$ cat src/rtl/qspd_pkg.sv
// shared types and character constants of the query string pair decoder
package qspd_pkg;

	// special characters of the query string
	localparam logic [7:0] CH_PLUS  = 8'h2B;
	localparam logic [7:0] CH_PCT   = 8'h25;
	localparam logic [7:0] CH_AMP   = 8'h26;
	localparam logic [7:0] CH_EQ    = 8'h3D;
	localparam logic [7:0] CH_SPACE = 8'h20;

	// most results one input item can cause
	localparam int unsigned MAX_RES = 4;

	// result kind codes
	typedef enum logic [1:0] {
		KIND_NAME  = 2'd0,
		KIND_VALUE = 2'd1,
		KIND_END   = 2'd2
	} kind_t;

	// one decoded result
	typedef struct packed {
		kind_t      kind;
		logic [7:0] data;
	} res_t;

	// all results caused by one input item, slot 0 first
	typedef struct packed {
		logic [2:0]              cnt;
		res_t [MAX_RES-1:0]      res;
	} bundle_t;

endpackage

$ cat src/rtl/qspd_front.sv
// front end: scans input items, tracks pair and escape state, builds result bundles
module qspd_front (
	input  logic                clk,
	input  logic                arst_n,
	input  logic                in_valid,
	input  logic [7:0]          in_byte,
	input  logic                in_last,
	input  logic                q_full,
	output logic                bundle_push,
	output qspd_pkg::bundle_t   bundle
);

	typedef enum logic [1:0] {
		ESC_NONE  = 2'd0,
		ESC_PCT   = 2'd1,
		ESC_DIGIT = 2'd2
	} esc_t;

	esc_t       phase_q, phase_d;
	logic [7:0] held_q, held_d;
	logic       value_q, value_d;
	logic       seen_q, seen_d;
	logic       accept;

	// hex digit check, either case
	function automatic logic is_hex(logic [7:0] c);
		return (c >= 8'h30 && c <= 8'h39) || (c >= 8'h41 && c <= 8'h46) ||
		       (c >= 8'h61 && c <= 8'h66);
	endfunction

	// nibble of a hex digit; letters share their low nibble in both cases
	function automatic logic [3:0] hex_val(logic [7:0] c);
		return (c <= 8'h39) ? c[3:0] : c[3:0] + 4'd9;
	endfunction

	// append one result unless it belongs to a pair with an empty name or the bundle is full
	function automatic qspd_pkg::bundle_t add(qspd_pkg::bundle_t b, qspd_pkg::kind_t k,
			logic [7:0] d, logic ns);
		qspd_pkg::bundle_t r;
		r = b;
		if ((k == qspd_pkg::KIND_NAME || ns) && b.cnt < 3'(qspd_pkg::MAX_RES)) begin
			r.res[b.cnt[1:0]].kind = k;
			r.res[b.cnt[1:0]].data = d;
			r.cnt = b.cnt + 3'd1;
		end
		return r;
	endfunction

	assign accept = in_valid && !q_full;

	// decode one item into its bundle and the next state
	always_comb begin
		qspd_pkg::bundle_t b;
		qspd_pkg::kind_t   pk;
		esc_t              ph;
		logic [7:0]        hd;
		logic              iv, ns, consumed, closed;
		b        = '0;
		ph       = phase_q;
		hd       = held_q;
		iv       = value_q;
		ns       = seen_q;
		consumed = 1'b0;
		closed   = 1'b0;
		if (!iv && in_byte != qspd_pkg::CH_AMP && in_byte != qspd_pkg::CH_EQ) begin
			ns = 1'b1;
		end
		pk = iv ? qspd_pkg::KIND_VALUE : qspd_pkg::KIND_NAME;
		// pending escape: complete it or give it back literally
		priority if (ph == ESC_PCT) begin
			if (is_hex(in_byte)) begin
				ph       = ESC_DIGIT;
				hd       = in_byte;
				consumed = 1'b1;
			end else begin
				b  = add(b, pk, qspd_pkg::CH_PCT, ns);
				ph = ESC_NONE;
			end
		end else if (ph == ESC_DIGIT) begin
			if (is_hex(in_byte)) begin
				b        = add(b, pk, {hex_val(hd), hex_val(in_byte)}, ns);
				ph       = ESC_NONE;
				hd       = '0;
				consumed = 1'b1;
			end else begin
				b  = add(b, pk, qspd_pkg::CH_PCT, ns);
				b  = add(b, pk, hd, ns);
				ph = ESC_NONE;
			end
		end else begin
		end
		// ordinary byte handling
		if (!consumed) begin
			priority if (in_byte == qspd_pkg::CH_AMP) begin
				b      = add(b, qspd_pkg::KIND_END, 8'h00, ns);
				iv     = 1'b0;
				ns     = 1'b0;
				closed = 1'b1;
			end else if (in_byte == qspd_pkg::CH_EQ && !iv) begin
				iv = 1'b1;
			end else if (in_byte == qspd_pkg::CH_PLUS) begin
				b = add(b, pk, qspd_pkg::CH_SPACE, ns);
			end else if (in_byte == qspd_pkg::CH_PCT) begin
				ph = ESC_PCT;
			end else begin
				b = add(b, pk, in_byte, ns);
			end
		end
		// end of string: flush escape, close the open pair, clear state
		if (in_last) begin
			pk = iv ? qspd_pkg::KIND_VALUE : qspd_pkg::KIND_NAME;
			if (ph == ESC_PCT || ph == ESC_DIGIT) begin
				b = add(b, pk, qspd_pkg::CH_PCT, ns);
			end
			if (ph == ESC_DIGIT) begin
				b = add(b, pk, hd, ns);
			end
			if (!closed) begin
				b = add(b, qspd_pkg::KIND_END, 8'h00, ns);
			end
			ph = ESC_NONE;
			hd = '0;
			iv = 1'b0;
			ns = 1'b0;
		end
		bundle  = b;
		phase_d = ph;
		held_d  = hd;
		value_d = iv;
		seen_d  = ns;
	end

	assign bundle_push = accept && (bundle.cnt != 3'd0);

	// scan state, updated on each accepted item
	always_ff @(posedge clk or negedge arst_n) begin
		if (!arst_n) begin
			phase_q <= ESC_NONE;
			held_q  <= '0;
			value_q <= 1'b0;
			seen_q  <= 1'b0;
		end else if (accept) begin
			phase_q <= phase_d;
			held_q  <= held_d;
			value_q <= value_d;
			seen_q  <= seen_d;
		end
	end

	// end of string returns the scanner to its reset state
	a_last_clears: assert property (@(posedge clk) disable iff (!arst_n)
		accept && in_last |=> phase_q == ESC_NONE && !value_q && !seen_q)
		else $error("state not cleared after end of string");

	// a bundle never carries more results than its slots
	a_cnt_range: assert property (@(posedge clk) disable iff (!arst_n)
		bundle_push |-> bundle.cnt <= 3'(qspd_pkg::MAX_RES))
		else $error("bundle count out of range");

	// a pending second digit only follows a percent sign
	a_digit_order: assert property (@(posedge clk) disable iff (!arst_n)
		accept && phase_d == ESC_DIGIT |-> phase_q == ESC_PCT)
		else $error("escape digit phase entered out of order");

endmodule

$ cat src/rtl/qspd_fifo.sv
// short bundle queue between front end and back end
module qspd_fifo #(
	parameter int DEPTH = 2
) (
	input  logic              clk,
	input  logic              arst_n,
	input  logic              wr_en,
	input  qspd_pkg::bundle_t wr_data,
	output logic              full,
	input  logic              rd_en,
	output qspd_pkg::bundle_t rd_data,
	output logic              empty
);

	localparam int PW = (DEPTH > 1) ? $clog2(DEPTH) : 1;
	localparam int CW = $clog2(DEPTH + 1);
	localparam logic [PW-1:0] LAST_PTR = PW'(DEPTH - 1);
	localparam logic [CW-1:0] FULL_CNT = CW'(DEPTH);

	qspd_pkg::bundle_t slot_q [DEPTH];
	logic [PW-1:0]     wr_ptr_q, rd_ptr_q;
	logic [CW-1:0]     count_q;
	logic              do_wr, do_rd;

	assign do_wr   = wr_en && !full;
	assign do_rd   = rd_en && !empty;
	assign full    = (count_q == FULL_CNT);
	assign empty   = (count_q == '0);
	assign rd_data = slot_q[rd_ptr_q];

	// slot storage
	always_ff @(posedge clk) begin
		if (do_wr) begin
			slot_q[wr_ptr_q] <= wr_data;
		end
	end

	// pointers and fill count
	always_ff @(posedge clk or negedge arst_n) begin
		if (!arst_n) begin
			wr_ptr_q <= '0;
			rd_ptr_q <= '0;
			count_q  <= '0;
		end else begin
			if (do_wr) begin
				wr_ptr_q <= (wr_ptr_q == LAST_PTR) ? '0 : wr_ptr_q + 1'b1;
			end
			if (do_rd) begin
				rd_ptr_q <= (rd_ptr_q == LAST_PTR) ? '0 : rd_ptr_q + 1'b1;
			end
			if (do_wr && !do_rd) begin
				count_q <= count_q + 1'b1;
			end else if (do_rd && !do_wr) begin
				count_q <= count_q - 1'b1;
			end
		end
	end

	// the front end must respect full
	a_no_overflow: assert property (@(posedge clk) disable iff (!arst_n)
		wr_en |-> !full)
		else $error("bundle written into a full queue");

	// fill count tracks the pointer distance
	a_count_ptrs: assert property (@(posedge clk) disable iff (!arst_n)
		!full && !empty |-> wr_ptr_q != rd_ptr_q)
		else $error("queue pointers disagree with fill count");

endmodule

$ cat src/rtl/qspd_back.sv
// back end: hands out the results of the head bundle one item at a time
module qspd_back (
	input  logic              clk,
	input  logic              arst_n,
	input  qspd_pkg::bundle_t head,
	input  logic              q_empty,
	output logic              q_pop,
	output logic [1:0]        kind,
	output logic [7:0]        out_byte,
	output logic              run_last,
	output logic              empty,
	input  logic              pop
);

	logic [1:0]      idx_q;
	qspd_pkg::res_t  cur;
	logic            take;

	// current slot of the head bundle
	assign cur      = head.res[idx_q];
	assign kind     = cur.kind;
	assign out_byte = cur.data;
	assign run_last = ({1'b0, idx_q} == head.cnt - 3'd1);
	assign empty    = q_empty;
	assign take     = pop && !q_empty;
	assign q_pop    = take && run_last;

	// slot index within the head bundle
	always_ff @(posedge clk or negedge arst_n) begin
		if (!arst_n) begin
			idx_q <= '0;
		end else if (take) begin
			idx_q <= run_last ? 2'd0 : idx_q + 2'd1;
		end
	end

	// the slot index stays inside the head bundle
	a_idx_range: assert property (@(posedge clk) disable iff (!arst_n)
		!q_empty |-> {1'b0, idx_q} < head.cnt)
		else $error("slot index beyond head bundle");

	// index restarts at the first slot after a bundle is finished
	a_idx_restart: assert property (@(posedge clk) disable iff (!arst_n)
		q_pop |=> idx_q == 2'd0)
		else $error("slot index not restarted");

endmodule

$ cat src/rtl/query_string_pair_decoder.sv
// top level of the query string pair decoder
//
//  channel  | ports                       | handshake
//  ---------+-----------------------------+------------------------------
//  input    | in_byte, in_last            | push / full, taken on push & !full
//  result   | kind, out_byte, run_last    | empty / pop, taken on pop & !empty
//
// the front end decodes one input item per cycle, while full is low, into a bundle of 0
// to 4 results. the back end hands out one result item per cycle while pop is high, so
// an input item that causes k results holds the back end for k pops; items with one or no
// result flow at one per cycle. full rises only when the DEPTH-entry bundle queue is full.
// reset clears the scanner state, the queue and the slot index; queue slots are not reset.
module query_string_pair_decoder #(
	parameter int DEPTH = 2
) (
	input  logic       clk,
	input  logic       arst_n,
	input  logic [7:0] in_byte,
	input  logic       in_last,
	input  logic       push,
	output logic       full,
	output logic [1:0] kind,
	output logic [7:0] out_byte,
	output logic       run_last,
	output logic       empty,
	input  logic       pop
);

	qspd_pkg::bundle_t wr_bundle, head;
	logic              wr_en, q_full, q_empty, q_pop;

	assign full = q_full;

	// scanner and bundle builder
	qspd_front u_front (
		.clk         (clk),
		.arst_n      (arst_n),
		.in_valid    (push),
		.in_byte     (in_byte),
		.in_last     (in_last),
		.q_full      (q_full),
		.bundle_push (wr_en),
		.bundle      (wr_bundle)
	);

	// bundle queue
	qspd_fifo #(
		.DEPTH (DEPTH)
	) u_fifo (
		.clk     (clk),
		.arst_n  (arst_n),
		.wr_en   (wr_en),
		.wr_data (wr_bundle),
		.full    (q_full),
		.rd_en   (q_pop),
		.rd_data (head),
		.empty   (q_empty)
	);

	// result serialiser
	qspd_back u_back (
		.clk      (clk),
		.arst_n   (arst_n),
		.head     (head),
		.q_empty  (q_empty),
		.q_pop    (q_pop),
		.kind     (kind),
		.out_byte (out_byte),
		.run_last (run_last),
		.empty    (empty),
		.pop      (pop)
	);

endmodule

$ cat config.mk
export PLATFORM = sky130hd
export DESIGN_NAME = query_string_pair_decoder
export DESIGN_NICKNAME = d
export VERILOG_FILES = /design/src/rtl/qspd_pkg.sv /design/src/rtl/qspd_front.sv /design/src/rtl/qspd_fifo.sv /design/src/rtl/qspd_back.sv /design/src/rtl/query_string_pair_decoder.sv
export SDC_FILE = /design/constraint.sdc
export NUM_CORES = 1
export LEC_CHECK = 0
export ABC_CLOCK_PERIOD_IN_PS = 6500
export BUFFER_PORTS_ARGS = -buffer_cell sky130_fd_sc_hd__clkbuf_2
export CORE_MARGIN = 3
export CORE_UTILIZATION = 45
export CTS_BUF_LIST = sky130_fd_sc_hd__clkbuf_16
export DETAILED_ROUTE_END_ITERATION = 6
export SLEW_MARGIN = 30
export SYNTH_ARGS = -nofsm -noshare
export SYNTH_HDL_FRONTEND = slang
export SYNTH_SLANG_ARGS = --single-unit
$ cat constraint.sdc
create_clock -name clk -period 6.5 [get_ports clk]
set_input_delay 0.975 -clock clk [delete_from_list [all_inputs] [get_ports clk]]
set_output_delay 0.975 -clock clk [all_outputs]
set_load 0.1 [all_outputs]
==> flow_summary.yaml, run 1 <==
run_status:
  status: "completed"
sta:
  worstMarginPinSlew_ps: 683
  slew_headroom_pct: 54.5
  slew_viol_final: 0
  hold_viol: 0
  max_freq_mhz: 165
  period_minus_slack_ps: 6060
  setup_viol: 0
  fin_crit_sh_pct: 93.2
  setup_tns_ps: 0
  fin_skew_ps: 12.4
  rsz0062_at_grt: "no"
clock_tree:
  cts_setup_buffers: 0
  tritoncts: "yes"
  cts_sinks: 104
  clock_latency_ps: 350
  root_buffer: "clkbuf_16"
  cts.hold.buffers_added: 0
  htreeDepth: 3
  cts.path.max_buffers: 2
  cts_resized: 0
  clkTransAtPathRegs_ps: 70
  cts_buffers: 9
logic_synthesis:
  synth_area_leaders: "edfxtp_1 39%, dfrtp_1 6.8%, mux4_2 6.8%, ha_1 4.3%, nor2_1 2.7%"
  synth_nets: 632
  synth_ff_type: "edfxtp_1"
  synth_edf_count: 86
  netlist.area_leader.share_pct: 39.0
  ys_ff_latch: 104
  synth_area_um2: 6620
  synth.avg_cell_area_um2: 11.1
  yosys.cell_types.count: 84
  synth_warnings: 0
  synth_common_cells: "86 x edfxtp_1, 48 x nor2_1, 45 x nand2_1"
  seq_area_frac_synth_pct: 45.8
  netlist_instances: 596
  yosysMostFrequentCell: "edfxtp_1"
  ys_async_sr_fraction_pct: 17.3
  yosys.area.top_type: "edfxtp_1"
hold_path:
  hold_path_class: "register to register"
layout:
  fin_area_um2: 7410
  area_growth_pct: 11.9
  drive_gt1_share_pct: 21.5
  nets: 659
  num_antenna_cells: 0
job:
  max_cap_viol_count: 0
die:
  floorplan.initialDensity_pct: 46.8
  fp.dieH_um: 127
  row_count: 43
  die_x_um: 127
  io_pins: 26
  die-area_um2: 16200
  core-area_um2: 14100
setup_path:
  cp_slowest_cell: "ha_1"
  cpPeakStageDelay_ps: 350
  crit_arrival_ps: 6110
  crit_path_start_kind: "primary input"
  cp_max_fo: 22
  cp_common_cell: "ha_1"
  required_ps: 6550
  path_class: "primary input to register"
  cp-end-kind: "register"
place:
  dp_hpwl_um: 14100
  routabilityCongestion: 0.957
  io_buffers: 25
  dpl_cell_area_um2: 7090
pwr:
  p_leak_nw: 2.72
  p_per_area_nw_per_um2: 355
  ir_drop_mv: 0.220
global_routing:
  grt_overflow_total: 0
  grt_usage_pct: 23.3
  grt_pass1_vias: 5063
  grt_first_pass_wirelength_um: 29200
  grt_antenna_before_repair: 0
  grt_max_degree: 44
detailed_routing:
  viasPerCell: 6.39
  antenna_left: 0
  wirelength_um: 18300
  dr.pass1.iters: 5
  vias: 5164
  initialDrtViolationCount: 514
  wire_per_inst_um: 22.6
  drc: 0
-- where the power goes --
group          total (mW)  internal, mW  leakage, nW  switching, mW
clock network       0.573         0.339        0.160          0.234
registers           0.941         0.855         1.05         0.0863
logic                1.11         0.330         1.52          0.782
-- layer usage --
layer	track usage, %	vias up	part of all wire [%]
li1	-	2380	-
met1	32.4	2485	44
met2	36.8	252	46
met3	4.81	47	6.6
met4	7.70	0	3.8
met5	0	-	0
-- final cells by class --
cell class	count	area (um^2)
sequential	104	3030
clock inverter	7	93.8
timing repair buffer	51	358
multi-input combinational	437	3390
tap	180	225
fill	1244	6740
clock buffer	9	225
inverter	20	75.1
-- cells by family (layout without fill, tap and decap cells) --
logic type                 Yosys count  in the layout  share of synthesized area, %
muxes                               41             41                          10.2
xor gates and xnor gates            16             16                          2.23
and+or+nand+nor                    192            192                          15.2
DFF                                104            104                          45.8
buffers and inverters               55             87                          3.25
AOI/OAI and AO/OA                  165            165                          18.9
adders and majority gates           23             23                          4.35
-- per-stage QoR --
step / utilization, % / total power [mW] / cells / worst slack, ps / hold slack (ps)
finish: 52.3 / 2.63 / 808 / 440 / 543
global route: 52.3 / 2.75 / 808 / 18.5 / 567
CTS: 52.3 / 2.66 / 808 / 485 / 551
detailed placement: 50.1 / 2.08 / 792 / 138 / 536
global placement: 50.1 / 2.07 / 792 / 316 / 547
floorplan: - / 1.87 / 596 / 60.3 / 481
-- placed cells by master (no fill, tap or decap), drive strengths merged, types with 4 or more instances in the layout --
cell,synthesis,routed
edfxtp,86,86
nor2,49,49
nand2,45,45
clkbuf,25,34
o21ai,31,31
buf,10,26
inv,20,24
nand3,23,23
ha,23,23
a21oi,21,21
mux4,20,20
dfrtp,18,18
mux2,14,14
xnor2,13,13
and3,12,12
nor2b,11,11
a22oi,10,10
a22o,9,9
o22ai,8,8
nand4,8,8
nand2b,8,8
and2,8,8
a211oi,8,8
mux2i,7,7
a31oi,7,7
o32ai,6,6
a32oi,6,6
o21bai,5,5
or2,5,5
o211ai,5,5
nor3,5,5
a41o,5,5
a31o,5,5
o21a,4,4
a21o,4,4
-- sequential cells by signal, summed over array words and instances (netlist names) --
name             count
u_fifo.rd_ptr_q      1
u_back.idx_q         2
u_fifo.slot_q       86
u_fifo.count_q       2
u_front.phase_q      2
u_front.held_q       8
u_front.seen_q       1
u_front.value_q      1
u_fifo.wr_ptr_q      1
-- final timing paths --
kind | startpoint | to | slack (ps) | cells past startpoint
max | in_byte[1] | u_fifo.slot_q[1][33] | 440 | 29
min | u_fifo.wr_ptr_q | u_fifo.wr_ptr_q | 540 | 1
max reg2reg | u_front.phase_q[1] | u_fifo.slot_q[1][33] | 950 | 24
min reg2reg | u_fifo.wr_ptr_q | u_fifo.wr_ptr_q | 540 | 1
max in group asynchronous | arst_n | u_back.idx_q[0] | 5440 | 1
min in group asynchronous | arst_n | u_front.phase_q[1] | 620 | 1
-- worst max-delay path, delay by kind of cell --
kind / cells / cell delay [ps]
AND/OR/NAND/NOR: 9 / 1490
AO/OA/AOI/OAI: 9 / 1370
buffers and inverters: 7 / 1080
adder cells (fa/ha/maj): 4 / 1170
Power figures use the tool's default switching activity.
==> run 2, diff against run 1 <==
- CORE_MARGIN: 3 -> 1
==> run 2 against run 1 <==
The run now ends with design-rule violations left; clock skew shrank 1.1 ps; clock power fell by 8.6%; sequential power is essentially flat; non-clock buffer count is the same; core utilization about the same; total power down 1.6%; via count rose by 0.43%; critical endpoint is now u_fifo.slot_q[1][27]; highest routed layer unchanged.
==> flow_summary.yaml, run 2 (synthesis gave the netlist of run 1 again) <==
setup_path:
  r2r_end: "u_fifo.slot_q[1][27]"
  r2r_slack_ps: 910
  crit_arrival_ps: 6200
  path_class: "primary input to register"
  required_ps: 6560
  crit_path_start_kind: "primary input"
  crit_path_end: "u_fifo.slot_q[1][27]"
  crit_path_start: "in_byte[1]"
  cp_max_fo: 17
  cpPeakStageDelay_ps: 340
  cp_common_cell: "ha_1"
  cp-end-kind: "register"
  reg2reg_depth: 24
  regToRegStartpoint: "u_front.value_q"
  cp_slowest_cell: "ha_1"
clock_tree:
  cts.path.max_buffers: 2
  cts_setup_buffers: 0
  htreeDepth: 3
  clock_latency_ps: 350
  cts_sinks: 104
  cts_resized: 0
  cts.hold.buffers_added: 0
  cts_buffers: 9
  tritoncts: "yes"
  clkTransAtPathRegs_ps: 70
  root_buffer: "clkbuf_16"
sta:
  rsz0062_at_grt: "no"
  fin_skew_ps: 11.2
  max_freq_mhz: 163
  slew_headroom_pct: 51.7
  setup_tns_ps: 0
  holdWs_ps: 556
  hold_viol: 0
  setup_viol: 0
  period_minus_slack_ps: 6140
  fin_crit_sh_pct: 94.5
  layout_setup_ws_ps: 357
  slew_viol_final: 0
  worstMarginPinSlew_ps: 722
die:
  row_count: 43
  die_x_um: 123
  floorplan.initialDensity_pct: 47.0
  fp.dieH_um: 123
  io_pins: 26
  die-area_um2: 15200
  core-area_um2: 14100
hold_path:
  min_from: "u_fifo.wr_ptr_q"
  hold_path_class: "register to register"
layout:
  num_antenna_cells: 0
  reg_top3: "u_fifo.slot_q (86), u_front.held_q (8)"
  drive_gt1_share_pct: 21.8
  nets: 659
  fin_util_pct: 52.3
  fin_area_um2: 7380
  largest_reg_flops: 86
  mostFrequentLayoutCells: "86 x edfxtp_1, 47 x nor2_1, 45 x nand2_1"
  n_fill_cell: 1236
  area_growth_pct: 11.5
  layout_commonest_cell: "edfxtp_1"
  final_cells: 808
  top_register: "u_fifo.slot_q"
place:
  dp_hpwl_um: 14100
  io_buffers: 25
  routabilityCongestion: 0.955
  dpl_cell_area_um2: 7090
  place_ws_ps: 81.6
  dp.cells: 792
detailed_routing:
  drc: 2
  initialDrtViolationCount: 701
  dr.pass1.iters: 7
  vias: 5186
  viasPerCell: 6.42
  wirelength_um: 18600
  wire_per_inst_um: 23.0
  antenna_left: 0
job:
  max_cap_viol_count: 0
global_routing:
  grt_first_pass_wirelength_um: 28900
  grt_pass1_vias: 5028
  grt_overflow_total: 0
  grt_usage_pct: 25.9
  grt_max_degree: 44
  grt_antenna_before_repair: 0
pwr:
  p_leak_nw: 2.71
  ir_drop_mv: 0.212
  p_per_area_nw_per_um2: 350
  finalPower_mw: 2.58
run_status:
  status: "finished with violations"
  violations: "design-rule violations"
## run 2: changes by cell type in the layout (fill, tap and decap cells not counted), sizes merged
cell | before | now
clkinv | 1 | 4
inv | 24 | 22
clkinvlp | 0 | 1
bufinv | 2 | 0
## run 2: metal layers
metal,GRT usage [%],vias up,share of wire [%]
met1,36.5,2576,46
met5,0,-,0
met3,3.51,34,6.2
met2,40.6,202,46
li1,-,2374,-
met4,9.71,0,2.4
## run 2: layout make-up
type / count / area [um^2] / area share, %
sequential: 104 / 3030 / 41.1
tap: 180 / 225 / 3.05
multi-input combinational: 437 / 3390 / 46.0
clock buffer: 9 / 225 / 3.05
timing repair buffer: 51 / 358 / 4.85
clock inverter: 7 / 66.3 / 0.899
inverter: 20 / 75.1 / 1.02
## run 2: where the power goes
part / total [mW] / switching (mW) / leakage [nW] / internal [mW]
registers: 0.944 / 0.0892 / 1.05 / 0.854
logic: 1.12 / 0.784 / 1.52 / 0.332
clock network: 0.524 / 0.256 / 0.141 / 0.268
total: 2.58 / 1.13 / 2.71 / 1.45
## run 2: worst max-delay path, delay by kind of cell
| family | cells | cell delay, ps |
|---|---|---|
| adder cells (fa/ha/maj) | 4 | 1130 |
| AO/OA/AOI/OAI | 9 | 1570 |
| buffers and inverters | 7 | 1070 |
| AND/OR/NAND/NOR | 9 | 1470 |
## run 2: how the worst min path moves through the flow
| stage | slack, ps | end | depth (start not counted) |
|---|---|---|---|
| 6_report | 560 | u_fifo.wr_ptr_q | 1 |
| 5_1_grt | 590 | u_front.held_q[7] | 1 |
| 4_1_cts | 560 | u_fifo.wr_ptr_q | 1 |
| 3_5_place_dp | 550 | u_fifo.wr_ptr_q | 1 |
| 3_3_place_gp | 540 | u_front.held_q[7] | 1 |
| 2_1_floorplan | 480 | u_front.held_q[7] | 1 |
